$ cat config.mk
export PLATFORM = sky130hd
export DESIGN_NAME = onewire_uart_rom_sequencer_core
export DESIGN_NICKNAME = d
export VERILOG_FILES = /design/src/hdl/owrs_pkg.sv /design/src/hdl/onewire_uart_rom_sequencer_core.sv /design/src/hdl/owrs_step.sv /design/src/hdl/owrs_out_stage.sv
export VERILOG_INCLUDE_DIRS = /design/src /design/src/hdl
export SDC_FILE = /design/constraint.sdc
export NUM_CORES = 1
export LEC_CHECK = 0
export ABC_AREA = 0
export BUFFER_PORTS_ARGS = -buffer_cell sky130_fd_sc_hd__buf_2
export CAP_MARGIN = 40
export CORE_MARGIN = 1
export CORE_UTILIZATION = 35
export CTS_CLUSTER_DIAMETER = 150
export CTS_CLUSTER_SIZE = 16
export DETAILED_ROUTE_END_ITERATION = 6
export GPL_ROUTABILITY_DRIVEN = 0
export PLACE_DENSITY = 0.63
export SYNTH_ARGS = -nofsm -noshare
export SYNTH_HDL_FRONTEND = slang
export SYNTH_SLANG_ARGS = --single-unit
$ cat constraint.sdc
create_clock -name clk -period 9.3 [get_ports clk]
set_input_delay 1.86 -clock clk [delete_from_list [all_inputs] [get_ports clk]]
set_output_delay 1.86 -clock clk [all_outputs]
set_load 0.005 [all_outputs]
$ cat src/hdl/onewire_uart_rom_sequencer_core_macros.svh
// Assertion macros for the 1-Wire over UART ROM sequencer.
// Used by the top level only; no other dependencies.
`ifndef ONEWIRE_UART_ROM_SEQUENCER_CORE_MACROS_SVH
`define ONEWIRE_UART_ROM_SEQUENCER_CORE_MACROS_SVH

// Same-cycle implication under synchronous active-low reset.
`define OWRS_ASSERT_IMP(label, clk, rst_n, ante, cons) \
  label: assert property (@(posedge clk) disable iff (!rst_n) (ante) |-> (cons)) \
    else $error("owrs assertion failed");

// Next-cycle implication under synchronous active-low reset.
`define OWRS_ASSERT_NXT(label, clk, rst_n, ante, cons) \
  label: assert property (@(posedge clk) disable iff (!rst_n) (ante) |=> (cons)) \
    else $error("owrs assertion failed");

`endif

$ cat src/hdl/owrs_pkg.sv
// Shared types, codes and CRC-8 helper for the 1-Wire over UART ROM sequencer.
// No dependencies; used by owrs_step, owrs_out_stage and the top level.
package owrs_pkg;

  localparam int unsigned ROM_W  = 56;
  localparam int unsigned CODE_W = 64;

  localparam logic [2:0] OP_RESET    = 3'd0;
  localparam logic [2:0] OP_WRITE    = 3'd1;
  localparam logic [2:0] OP_READ     = 3'd2;
  localparam logic [2:0] OP_READ_ROM = 3'd3;
  localparam logic [2:0] OP_SKIP_ROM = 3'd4;
  localparam logic [2:0] OP_MATCH    = 3'd5;
  localparam logic [2:0] OP_ECHO     = 3'd6;

  localparam logic [7:0] BYTE_RESET   = 8'hF0;
  localparam logic [7:0] BYTE_ONE     = 8'hFF;
  localparam logic [7:0] BYTE_ZERO    = 8'h00;
  localparam logic [7:0] CMD_READ_ROM = 8'h33;
  localparam logic [7:0] CMD_SKIP_ROM = 8'hCC;
  localparam logic [7:0] CMD_MATCH    = 8'h55;

  localparam logic [6:0] SLOTS_BYTE = 7'd8;
  localparam logic [6:0] SLOTS_ROM  = 7'd72;
  localparam logic [5:0] ID_BITS    = 6'd56;

  typedef struct packed {
    logic              busy;
    logic [2:0]        cmd;
    logic [6:0]        slot;
    logic [CODE_W-1:0] shift;
    logic [7:0]        crc;
    logic              fast;
    logic              rst_slot;
  } state_t;

  typedef struct packed {
    logic              kind;
    logic [7:0]        tx_byte;
    logic              slow_baud;
    logic              success;
    logic [CODE_W-1:0] result_data;
  } result_t;

  // One bit of the reflected Dallas CRC-8 (x^8+x^5+x^4+1).
  function automatic logic [7:0] crc_step(logic [7:0] crc, logic b);
    logic       t;
    logic [7:0] c;
    t = b ^ crc[0];
    c = crc ^ {3'b000, t, t, 3'b000};
    return {t, c[7:1]};
  endfunction

  function automatic logic [7:0] command_byte(logic [2:0] cmd);
    logic [7:0] r;
    case (cmd)
      OP_READ_ROM: r = CMD_READ_ROM;
      OP_SKIP_ROM: r = CMD_SKIP_ROM;
      default:     r = CMD_MATCH;
    endcase
    return r;
  endfunction

endpackage

$ cat src/hdl/onewire_uart_rom_sequencer_core.sv
// A result beat passes through the input register, then the result register, and is presented
// once the result register is free to load it; commands and echoes that give no result leave
// the input register as soon as the result register can take a beat.
// Throughput: one input beat per cycle, limited only by the result register draining.
// Reset (rst_n low, synchronous): idle, slow baud, all sequencer state cleared.
`include "onewire_uart_rom_sequencer_core_macros.svh"

module onewire_uart_rom_sequencer_core (
  input  logic        clk,
  input  logic        rst_n,
  input  logic        in_tvalid,
  output logic        in_tready,
  input  logic [63:0] in_tdata,   // [7:0] data_byte, [63:8] rom_id
  input  logic [2:0]  in_tuser,   // [2:0] operation
  output logic        out_tvalid,
  input  logic        out_tready,
  output logic [79:0] out_tdata,  // [7:0] tx_byte, [8] slow_baud, [9] success,
                                  // [73:10] result_data, [79:74] zero
  output logic [0:0]  out_tuser   // [0] kind
);

  logic                       in_valid_r;
  logic [2:0]                 op_r;
  logic [7:0]                 data_r;
  logic [owrs_pkg::ROM_W-1:0] rom_r;
  owrs_pkg::state_t           state_r;
  owrs_pkg::state_t           state_nxt;
  logic                       res_valid;
  owrs_pkg::result_t          res;
  owrs_pkg::result_t          res_r;
  logic                       out_free;
  logic                       adv;
  logic                       in_acc;

  // Advance the held beat whenever the result register can take its output.
  assign adv       = in_valid_r && out_free;
  assign in_tready = !in_valid_r || adv;
  assign in_acc    = in_tvalid && in_tready;

  always_ff @(posedge clk) begin
    if (!rst_n) begin
      in_valid_r <= 1'b0;
      state_r    <= '0;
    end else begin
      if (in_tready) begin
        in_valid_r <= in_tvalid;
      end
      if (adv) begin
        state_r <= state_nxt;
      end
    end
  end

  always_ff @(posedge clk) begin
    if (in_acc) begin
      op_r   <= in_tuser;
      data_r <= in_tdata[7:0];
      rom_r  <= in_tdata[63:8];
    end
  end

  owrs_step u_step (
    .st        (state_r),
    .op        (op_r),
    .data_byte (data_r),
    .rom_id    (rom_r),
    .st_nxt    (state_nxt),
    .res_valid (res_valid),
    .res       (res)
  );

  owrs_out_stage u_out (
    .clk        (clk),
    .rst_n      (rst_n),
    .load       (adv && res_valid),
    .res        (res),
    .out_tready (out_tready),
    .out_tvalid (out_tvalid),
    .res_r      (res_r),
    .free       (out_free)
  );

  assign out_tdata = {6'd0, res_r.result_data, res_r.success, res_r.slow_baud, res_r.tx_byte};
  assign out_tuser = res_r.kind;

  `OWRS_ASSERT_IMP(a_done_no_tx, clk, rst_n, out_tvalid && out_tuser[0], out_tdata[7:0] == owrs_pkg::BYTE_ZERO)
  `OWRS_ASSERT_IMP(a_tx_no_data, clk, rst_n, out_tvalid && !out_tuser[0], !out_tdata[9] && out_tdata[73:10] == 64'd0)
  `OWRS_ASSERT_IMP(a_reset_slow, clk, rst_n, out_tvalid && !out_tuser[0] && out_tdata[7:0] == owrs_pkg::BYTE_RESET, out_tdata[8])
  `OWRS_ASSERT_NXT(a_done_idle, clk, rst_n, adv && res_valid && res.kind, !state_r.busy)

endmodule

$ cat src/hdl/owrs_step.sv
// Next-state and result logic for one beat of the sequencer.
// Purely combinational; depends on owrs_pkg.
module owrs_step (
  input  owrs_pkg::state_t            st,
  input  logic [2:0]                  op,
  input  logic [7:0]                  data_byte,
  input  logic [owrs_pkg::ROM_W-1:0]  rom_id,
  output owrs_pkg::state_t            st_nxt,
  output logic                        res_valid,
  output owrs_pkg::result_t           res
);

  logic       send;
  logic       fin;
  logic       fin_ok;
  logic [63:0] fin_data;
  logic       presence;
  logic       echo_one;
  logic [6:0] s;
  logic [6:0] s_inc;
  logic [6:0] total;
  logic [5:0] idx;
  logic [6:0] ss;
  logic [5:0] sidx;
  logic       sbit;
  logic       sff;
  logic [7:0] cbyte;
  logic [7:0] tx;

  always_comb begin
    st_nxt    = st;
    send      = 1'b0;
    fin       = 1'b0;
    fin_ok    = 1'b0;
    fin_data  = '0;
    res_valid = 1'b0;
    res       = '0;
    tx        = owrs_pkg::BYTE_ZERO;
    presence  = (data_byte != owrs_pkg::BYTE_RESET);
    echo_one  = (data_byte == owrs_pkg::BYTE_ONE);
    s         = st.slot;
    s_inc     = s + 7'd1;
    idx       = 6'(s - 7'd8);
    total     = (st.cmd == owrs_pkg::OP_READ_ROM || st.cmd == owrs_pkg::OP_MATCH) ?
                owrs_pkg::SLOTS_ROM : owrs_pkg::SLOTS_BYTE;
    ss        = '0;
    sidx      = '0;
    sbit      = 1'b0;
    sff       = 1'b0;
    cbyte     = '0;

    case (op)
      owrs_pkg::OP_RESET, owrs_pkg::OP_WRITE, owrs_pkg::OP_READ,
      owrs_pkg::OP_READ_ROM, owrs_pkg::OP_SKIP_ROM, owrs_pkg::OP_MATCH: begin
        if (!st.busy) begin
          st_nxt.busy = 1'b1;
          st_nxt.cmd  = op;
          st_nxt.slot = '0;
          st_nxt.crc  = '0;
          if (op == owrs_pkg::OP_WRITE) begin
            st_nxt.shift = {56'd0, data_byte};
          end else if (op == owrs_pkg::OP_MATCH) begin
            st_nxt.shift = {8'd0, rom_id};
          end else begin
            st_nxt.shift = '0;
          end
          if (op == owrs_pkg::OP_WRITE || op == owrs_pkg::OP_READ) begin
            st_nxt.rst_slot = 1'b0;
            send = 1'b1;
          end else begin
            st_nxt.rst_slot = 1'b1;
            st_nxt.fast     = 1'b0;
            res_valid       = 1'b1;
            tx              = owrs_pkg::BYTE_RESET;
          end
        end
      end
      owrs_pkg::OP_ECHO: begin
        if (st.busy) begin
          if (st.rst_slot) begin
            st_nxt.rst_slot = 1'b0;
            st_nxt.fast     = presence;
            if (st.cmd == owrs_pkg::OP_RESET) begin
              fin    = 1'b1;
              fin_ok = presence;
            end else if (!presence) begin
              fin = 1'b1;
            end else begin
              st_nxt.slot = '0;
              send = 1'b1;
            end
          end else begin
            if (st.cmd == owrs_pkg::OP_READ && echo_one) begin
              st_nxt.shift[s[2:0]] = 1'b1;
            end
            if (st.cmd == owrs_pkg::OP_READ_ROM && s >= 7'd8) begin
              if (echo_one) begin
                st_nxt.shift[idx] = 1'b1;
              end
              if (idx < owrs_pkg::ID_BITS) begin
                st_nxt.crc = owrs_pkg::crc_step(st.crc, echo_one);
              end
            end
            st_nxt.slot = s_inc;
            if (s_inc < total) begin
              send = 1'b1;
            end else begin
              fin = 1'b1;
              if (st.cmd == owrs_pkg::OP_READ) begin
                fin_ok   = 1'b1;
                fin_data = {56'd0, st_nxt.shift[7:0]};
              end else if (st.cmd == owrs_pkg::OP_READ_ROM) begin
                fin_ok   = (st_nxt.shift[63:56] == st_nxt.crc);
                fin_data = st_nxt.shift;
              end else begin
                fin_ok = 1'b1;
              end
            end
          end
        end
      end
      default: begin
      end
    endcase

    // Build the byte for the next slot from the updated state.
    if (send) begin
      ss   = st_nxt.slot;
      sidx = 6'(ss - 7'd8);
      if (st_nxt.cmd == owrs_pkg::OP_WRITE) begin
        sbit = st_nxt.shift[ss[2:0]];
      end else if (st_nxt.cmd == owrs_pkg::OP_READ) begin
        sff = 1'b1;
      end else if (ss < 7'd8) begin
        cbyte = owrs_pkg::command_byte(st_nxt.cmd);
        sbit  = cbyte[ss[2:0]];
      end else if (st_nxt.cmd == owrs_pkg::OP_READ_ROM) begin
        sff = 1'b1;
      end else if (sidx < owrs_pkg::ID_BITS) begin
        sbit       = st_nxt.shift[sidx];
        st_nxt.crc = owrs_pkg::crc_step(st_nxt.crc, sbit);
      end else begin
        sbit = st_nxt.crc[sidx[2:0]];
      end
      res_valid = 1'b1;
      tx        = (sff || sbit) ? owrs_pkg::BYTE_ONE : owrs_pkg::BYTE_ZERO;
    end

    if (fin) begin
      st_nxt.busy = 1'b0;
      res_valid   = 1'b1;
    end

    res.kind        = fin;
    res.tx_byte     = fin ? owrs_pkg::BYTE_ZERO : tx;
    res.slow_baud   = ~st_nxt.fast;
    res.success     = fin_ok;
    res.result_data = fin_data;
  end

endmodule

$ cat src/hdl/owrs_out_stage.sv
// Result register for the sequencer's master-side stream.
// Depends on owrs_pkg for the result layout.
module owrs_out_stage (
  input  logic              clk,
  input  logic              rst_n,
  input  logic              load,
  input  owrs_pkg::result_t res,
  input  logic              out_tready,
  output logic              out_tvalid,
  output owrs_pkg::result_t res_r,
  output logic              free
);

  logic valid_r;
  logic valid_nxt;

  assign free       = !valid_r || out_tready;
  assign valid_nxt  = load || (valid_r && !out_tready);
  assign out_tvalid = valid_r;

  always_ff @(posedge clk) begin
    if (!rst_n) begin
      valid_r <= 1'b0;
    end else begin
      valid_r <= valid_nxt;
    end
  end

  // Payload carries no reset; load only into a free slot.
  always_ff @(posedge clk) begin
    if (load) begin
      res_r <= res;
    end
  end

endmodule

## Word-level counts from Yosys, hierarchy flattened

Index checks and enable logic that the tools add are counted.

| storage, ports and cells | value |
|---|---|
| register bits after elaboration | 229 |
| bits in latches | 0 |
| bits in writable memories | 0 |
| bits in read-only memories | 0 |
| word-level logic and storage cells | 178 |
| memories kept | 0 |

| cells by class | value |
|---|---|
| $add $sub $neg | 3 |
| multipliers | 0 |
| divide/modulo/power cells | 0 |
| order comparisons | 13 |
| equality and inequality tests | 18 |
| shift operators | 0 |
| multiplexer cells | 89 |
| bitwise operators | 10 |
| reduce and logical (&&, ||, !) cells | 27 |

Operator list:

| operator | count |
|---|---|
| 2-to-1 mux 64 bit | 6 |
| 2-to-1 mux 72 bit | 5 |
| case mux 81 bit (2 select lines) | 1 |
| 2-to-1 mux 8 bit | 18 |
| 2-to-1 mux 84 bit | 1 |
| 2-to-1 mux 81 bit | 1 |
| OR 64 bit | 1 |
| OR 64 x 8 -> 64 bit | 1 |
| 2-to-1 mux 56 bit | 1 |
| 2-to-1 mux 1 bit | 42 |
| 2-to-1 mux 7 bit | 4 |
| == test 3 x 2 -> 1 bit (second input constant) | 6 |
| case mux 8 bit (2 select lines) | 1 |
| bitwise XOR 8 x 5 -> 8 bit | 2 |
| == test 3 bit (second input constant) | 5 |
| < comparator 3 x 7 -> 1 bit (second input constant) | 2 |
| < comparator 6 x 7 -> 1 bit (second input constant) | 2 |
| < comparator 6 bit (second input constant) | 2 |
| OR reduction 6 bit | 2 |
| subtractor 6 x 4 -> 6 bit (second input constant) | 2 |
| binary-select mux 1 bit (select 3 bit) | 3 |
| == test 8 bit | 1 |
| == test 8 bit (second input constant) | 1 |
| logical AND 1 bit | 8 |
| other kinds (25) | 42 |

## Longest topological paths before layout

Gate-level depths: netlist of the first run.

| depth | value |
|---|---|
| depth in word-level cells | 32 |
| gate-level depth with buffers | 18 |
| mapped depth without buffers | 17 |

## Modules after synthesis

Synthesis of the first run repeated with hierarchy kept, for this count alone.

| unflattened totals | value |
|---|---|
| cell total of the unflattened synthesis | 1,411 |
| area total of the unflattened synthesis | 13,101.3 sq um |

Modules (own cells, without submodules):

| module | times used | cells each | area an instance (sq um) |
|---|---|---|---|
| onewire_uart_rom_sequencer_core | 1 | 469 | 5,544.1 |
| owrs_step | 1 | 863 | 5,256.3 |
| owrs_out_stage | 1 | 79 | 2,301.0 |

## Worst setup path after synthesis of the first run

OpenSTA, ideal clock, no wires.

| timing | value |
|---|---|
| path type | input -> register |
| from | input out_tready |
| to | register, netlist name u_out.res_r[0] |
| setup time | 0.423 ns |
| arrival | 4.133 ns |
| required time | 8.877 ns |
| slack | 4.744 ns |
| cell stages on the path | 6 |
| path buffers | 2 |
| path through | nand2b_1 and2_1 clkbuf_1 clkbuf_1 o21ai_0 inv_1 |

| on the way | value |
|---|---|
| longest elaborated chain between the ends | 3 |

RTL lines:

| what | line | text |
|---|---|---|
| start: declaration | onewire_uart_rom_sequencer_core.sv:16 | `input logic out_tready,` |
| logical OR 1 bit | owrs_out_stage.sv:17 | `assign free = !valid_r \|\| out_tready;` |
| logical AND 1 bit | onewire_uart_rom_sequencer_core.sv:36 | `assign adv = in_valid_r && out_free;` |
| logical AND 1 bit | onewire_uart_rom_sequencer_core.sv:75 | `.load (adv && res_valid),` |
| via u_out.load | owrs_out_stage.sv:6 | `input logic load,` |

The timed path passes the listed nets, and every way through them passes these cells.
A chain may end at the register's enable or synchronous reset.

## Final worst setup path of the first run

| timing | value |
|---|---|
| from | register op_r[2] |
| to | register state_r[5] in the netlist's numbering |

| on the way | value |
|---|---|
| longest elaborated chain between the ends | 15 |
| elaborated cells between the ends (all ways) | 33 |
| those cells by class | add/sub: 1; order compare: 2; eq/ne: 9; mux: 16; bitwise: 2; reduce/logical: 3 |

RTL lines:

| what | line | text |
|---|---|---|
| start: declaration | onewire_uart_rom_sequencer_core.sv:23 | `logic [2:0] op_r;` |
| start signal: assignment | onewire_uart_rom_sequencer_core.sv:56 | `op_r <= in_tuser;` |
| parallel branches: the longest is 14 deep, another holds subtractor 6 x 4 -> 6 bit | -- |  |
| 2-to-1 mux 8 bit * | owrs_step.sv:127 | `if (send) begin` |
| end signal: assignment | onewire_uart_rom_sequencer_core.sv:49 | `state_r <= state_nxt;` |
| end: declaration | onewire_uart_rom_sequencer_core.sv:26 | `owrs_pkg::state_t state_r;` |

Mark *: on every way between the ends. The select of a mux whose other input is x is not followed.

==> flow_metrics.py, run 1 <==
metrics = {
    "route": {
        "drc": 0,
        "drt_iter0_markers": 1178,
        "vias_per_cell": 5.83,
        "vias": 9691,
        "post_drt_wl_per_cell_um": 20.7,
        "dr.max_layer_used": "met4",
        "dr_wl_met3_um": 3260,
        "ant_nets": 0,
        "routed_wl_um": 34500,
        "met2_length_um": 15000,
        "firstDrtPassIters": 6,
        "wl_met1_um": 15100,
    },
    "synthesis": {
        "synth-seq-cells": 223,
        "synthCells": 1163,
        "yosysWarnings": 0,
        "synth_largest_area_cell": "edfxtp_1",
        "syn_area_per_cell_um2": 9.57,
        "async_flop_share_pct": 0,
        "ys_top_cells_by_area": "edfxtp_1 37%, dfxtp_1 16%, nor2_1 6.8%, a21oi_1 4.9%, nand2_1 2.8%",
        "synth_edf_count": 136,
        "yosysUniqueCellTypes": 81,
        "synth_top_area_share_pct": 36.7,
        "yosys.cell_count.top_type": "nor2_1",
        "yosysSeqAreaShare_pct": 52.3,
        "syn_area_mm2": 0.0111,
        "ys.flop_type": "edfxtp_1",
        "yosys-top-cells-count": "203 x nor2_1, 136 x edfxtp_1, 110 x a21oi_1",
    },
    "floorplan": {
        "ioPinCount": 154,
        "fp.dieH_um": 180,
        "die_area_mm2": 0.0325,
        "core_mm2": 0.0309,
        "initial_utilization_pct": 36.0,
        "rows": 64,
        "die_w_um": 180,
    },
    "grt": {
        "grt-ovfl-total": 0,
        "grt_usage_pct": 20.7,
        "grt_pass1_wl_um": 53200,
        "antenna_found_initial": 0,
        "first_global_vias": 9031,
        "grt_max_degree": 78,
    },
    "sta": {
        "slew_headroom_pct": 35.4,
        "drv_slew": 0,
        "finalCritPeriodShare_pct": 53.7,
        "period_minus_slack_ps": 5000,
        "setup_violations": 0,
        "hold_violations": 0,
        "rsz0062_at_grt": "false",
        "worst_pin_slew_ps": 965,
        "tns_ps": 0,
        "fmax_ghz": 0.200,
        "fin_worst_skew_ps": 21.8,
    },
    "setup_path": {
        "arrival_ps": 5430,
        "cp-end-kind": "flop",
        "start_kind": "flop",
        "critPathRequiredTime_ps": 9730,
        "cp_cell_sequence": "and2_1 -> a21o_1 -> o21ai_0 -> a31oi_1 -> ha_1 -> nand2_1 -> o211ai_1 -> nor2b_1 -> nand2_1 -> or3_1 -> nand4_1 -> a211oi_2 -> or4_1 -> a31oi_1",
        "max_stage_delay_ps": 820,
        "crit_fanout": 17,
        "crit_path_top_delay_cell": "edfxtp_1",
        "crit_family": "simple AND/OR/NAND/NOR gates",
        "crit_buf_inv": 0,
        "worstSetupPathType": "flop to flop",
    },
    "layout": {
        "antenna_cells": 0,
        "finish.utilization_pct": 40.8,
        "final_nets": 1333,
        "syn2layout_area_growth_pct": 13.3,
        "drive_gt1_share_pct": 16.7,
    },
    "placement": {
        "numPortBuffers": 147,
        "hpwl_um": 24000,
    },
    "power": {
        "p_leak_nw": 4.35,
        "peakVddDrop_uv": 140,
        "p_per_area_mw_per_mm2": 162,
    },
    "hold_path": {
        "hold_class": "flop to flop",
    },
    "clock_network": {
        "ctsResizeCount": 0,
        "clkLatencyLatePin_ps": 510,
        "ctsHtreeMaxLevel": 1,
        "cts_buffers": 17,
        "cts_tree": "done",
        "ctsHoldBuffers": 0,
        "root_buffer": "clkbuf_16",
        "post_cts_buffers": 0,
        "clock_sinks": 223,
        "clockBufferDepth": 3,
        "path_clk_slew_ps": 80,
    },
    "job": {
        "maxCapViolCount": 0,
    },
    "status": {
        "status": "finished clean",
    },
}
worst min-delay path: cells and delay by family, from the launching register on:
| kind | cells | cell delay [ps] |
|---|---|---|
| flip-flops | 1 | 320 |
| AO/OA/AOI/OAI | 1 | 50 |
| AND/OR/NAND/NOR | 1 | 50 |
routing by layer:
layer,vias up,GRT usage [%]
met3,87,3.96
met1,4558,29.3
met2,576,31.7
met5,-,0
li1,4470,-
met4,0,6.80
placed cells by master (no fill, tap or decap), types with 7 or more instances in the layout:
cell type,Yosys,final
a21o_1,9,8
nand2b_1,8,8
dfxtp_1,87,87
ha_1,7,7
a211oi_1,33,33
o21ai_0,60,60
nand3_1,19,19
o211ai_1,10,10
nor3_1,42,42
a22o_1,18,18
edfxtp_1,136,136
nand4_1,8,8
clkbuf_1,55,11
nand2_1,84,83
xnor2_1,12,12
clkbuf_16,0,17
buf_2,21,147
xor2_1,7,7
and3_1,10,10
inv_1,11,9
and2_1,16,14
a21oi_1,110,110
buf_4,13,15
a31oi_1,15,15
nor2b_1,7,7
nor2_1,203,203
a22oi_1,37,37
mux2i_1,18,18
sequential cells by signal, indices dropped and copies added (netlist names):
name,count
data_r,8
in_valid_r,1
op_r,3
rom_r,56
state_r,85
u_out.out_tvalid,1
u_out.res_r,69
per-stage QoR:
step	instance area, µm²	hold WS, ps	setup slack [ps]	cells	power, mW
after CTS	12600	463	4410	1662	2.05
after detailed placement	12100	451	4430	1632	1.36
after global routing	12600	485	3970	1662	2.12
after floorplan	11200	432	4740	1168	1.28
after global placement	12100	442	4590	1629	1.36
final	12600	460	4310	1662	2.04
power by group:
part | switching (mW) | leakage, nW | internal [mW]
clock | 0.350 | 0.231 | 0.348
sequential | 0.0356 | 1.99 | 1.10
combinational | 0.132 | 2.13 | 0.0770
final cells by class:
cell class	count	area (µm²)
Fill cell	3023	18300
Clock buffer	29	472
Clock inverter	1	8.76
Tap cell	396	495
Multi-Input combinational cell	837	4850
Inverter	11	42.5
Sequential cell	223	5830
Timing Repair Buffer	165	916
final timing paths:
kind / depth (start not counted) / from / slack [ps] / to
hold reg to reg: 2 / state_r[6] / 460 / state_r[6]
hold / removal: 2 / state_r[6] / 460 / state_r[6]
setup reg to reg: 14 / op_r[2] / 4310 / state_r[5]
setup / recovery: 14 / op_r[2] / 4310 / state_r[5]
kinds of logic (layout without fill, tap and decap cells):
logic type / after synthesis / count (layout) / synth area share [%]
AOI/OAI and AO/OA: 349 / 349 / 20.5
muxes: 26 / 26 / 2.43
xor gates and xnor gates: 20 / 20 / 1.64
buffers and inverters: 108 / 206 / 4.52
DFF: 223 / 223 / 52.3
adders and majority gates: 7 / 7 / 0.786
other: 1 / 6 / 0.0337
and+or+nand+nor: 429 / 429 / 17.8
No activity file was read; power rests on OpenSTA's default activity.
==> inputs of run 2 (changes only) <==
- clock period: 9.3 -> 5.2 ns (I/O delays scaled with it)
==> run 2 against run 1 <==
  * Sequential cell count unchanged
  * Critical path type unchanged
  * Sequential power increased by 79%
  * Critical endpoint unchanged
  * Highest routed layer unchanged
  * Cell count up 1.3%
==> flow_metrics.py, run 2 (synthesis results as in run 1) <==
metrics = {
    "clock_network": {
        "ctsResizeCount": 0,
        "path_clk_slew_ps": 80,
        "ctsHoldBuffers": 0,
        "cts_tree": "done",
        "cts_buffers": 17,
        "clock_sinks": 223,
        "clockBufferDepth": 3,
        "root_buffer": "clkbuf_16",
        "post_cts_buffers": 0,
        "clkLatencyLatePin_ps": 510,
        "ctsHtreeMaxLevel": 1,
    },
    "placement": {
        "numPortBuffers": 147,
        "hpwl_um": 24900,
        "dpl-instance-area_mm2": 0.0123,
    },
    "sta": {
        "finalCritPeriodShare_pct": 89.8,
        "fmax_ghz": 0.214,
        "setup_violations": 0,
        "fin_hold_ws_ps": 454,
        "hold_violations": 0,
        "drv_slew": 0,
        "worst_pin_slew_ps": 928,
        "tns_ps": 0,
        "rsz0062_at_grt": "false",
        "period_minus_slack_ps": 4670,
        "slew_headroom_pct": 37.6,
        "fin_worst_skew_ps": 25.0,
    },
    "route": {
        "routed_wl_um": 35400,
        "ant_nets": 0,
        "drc": 0,
        "post_drt_wl_per_cell_um": 21.0,
        "firstDrtPassIters": 6,
        "vias": 9804,
        "vias_per_cell": 5.82,
        "drt_iter0_markers": 1167,
    },
    "floorplan": {
        "initial_utilization_pct": 36.0,
        "die_w_um": 180,
        "core_mm2": 0.0309,
        "rows": 64,
        "fp.dieH_um": 180,
        "ioPinCount": 154,
        "die_area_mm2": 0.0325,
    },
    "power": {
        "peakVddDrop_uv": 223,
        "p_per_area_mw_per_mm2": 287,
        "p_int_mw": 2.72,
        "sequentialPowerShare_pct": 55.2,
        "power_switching_share_pct": 25.7,
        "p_switching_uw": 944,
        "pwr-share-clk_pct": 34.3,
        "p_leak_nw": 4.46,
        "p_comb_share_pct": 10.5,
    },
    "grt": {
        "antenna_found_initial": 0,
        "grt_pass1_wl_um": 53700,
        "grt-ovfl-total": 0,
        "first_global_vias": 9117,
        "grt_usage_pct": 21.1,
        "grt_max_degree": 72,
    },
    "layout": {
        "largest_reg_flops": 85,
        "syn2layout_area_growth_pct": 14.6,
        "final_nets": 1355,
        "reg.largest.list": "state_r x85, u_out.res_r x69, rom_r x56",
        "final_cell_mix": "203 x nor2_1, 149 x buf_2, 136 x edfxtp_1",
        "final_area_mm2": 0.0128,
        "drive_gt1_share_pct": 18.0,
        "top_register": "state_r",
        "final_common_cell": "nor2_1",
        "antenna_cells": 0,
        "finish.utilization_pct": 41.3,
    },
    "setup_path": {
        "critPathRequiredTime_ps": 5630,
        "cp-end-kind": "flop",
        "start_kind": "flop",
        "arrival_ps": 5100,
        "crit_fanout": 17,
        "worstSetupPathType": "flop to flop",
    },
    "job": {
        "maxCapViolCount": 0,
    },
    "status": {
        "status": "finished clean",
    },
    "hold_path": {
        "hold_class": "flop to flop",
    },
}
[run 2: layout make-up]
cell class	instances	area, µm²
clock inverters	2	12.5
clock buffers	28	467
inverters	11	42.5
fillers	3057	18100
multi-input cells	837	4850
well taps	396	495
repair buffers	187	1070
flip-flops and latches	223	5830
[run 2: path summary, 6_finish.rpt]
check | startpoint | to | slack (ps) | cells past startpoint
setup reg to reg | op_r[2] | state_r[5] | 530 | 15
hold / removal | state_r[6] | state_r[6] | 450 | 2
hold reg to reg | state_r[6] | state_r[6] | 450 | 2
setup / recovery | op_r[2] | state_r[5] | 530 | 15
[run 2: metrics by stage]
step           power [mW]  cells  setup WS [ps]
6_report             3.67   1684            530
3_5_place_dp         2.44   1654            629
3_3_place_gp         2.43   1647            555
4_1_cts              3.69   1684            612
2_1_floorplan        2.29   1168           1220
5_1_grt              3.80   1684            191
[run 2: per-layer routing]
| layer | global-route usage [%] | vias up | part of all wire (%) |
|---|---|---|---|
| li1 | - | 4509 | - |
| met1 | 29.9 | 4614 | 44 |
| met2 | 31.2 | 588 | 43 |
| met3 | 4.59 | 93 | 9.9 |
| met4 | 8.48 | 0 | 3.7 |
| met5 | 0 | - | 0 |
[run 2: power by group through the flow]
stage / clock network (mW) / logic [mW] / registers [mW]
2_1_floorplan: 0 / 0.245 / 2.04
4_1_cts: 1.29 / 0.381 / 2.02
6_report: 1.26 / 0.386 / 2.02
3_5_place_dp: 0 / 0.379 / 2.06
3_3_place_gp: 0 / 0.370 / 2.06
5_1_grt: 1.35 / 0.418 / 2.03
[run 2: worst max-delay path, cell delays in order (launching register included)]
cell	delay [ps]
edfxtp_1	820
and2_1	320
a21o_1	260
o21ai_0	150
a31oi_1	230
buf_4	220
ha_1	270
nand2_1	80
o211ai_1	440
nor2b_1	260
nand2_1	180
or3_1	450
nand4_1	150
a211oi_2	80
or4_1	540
a31oi_1	160
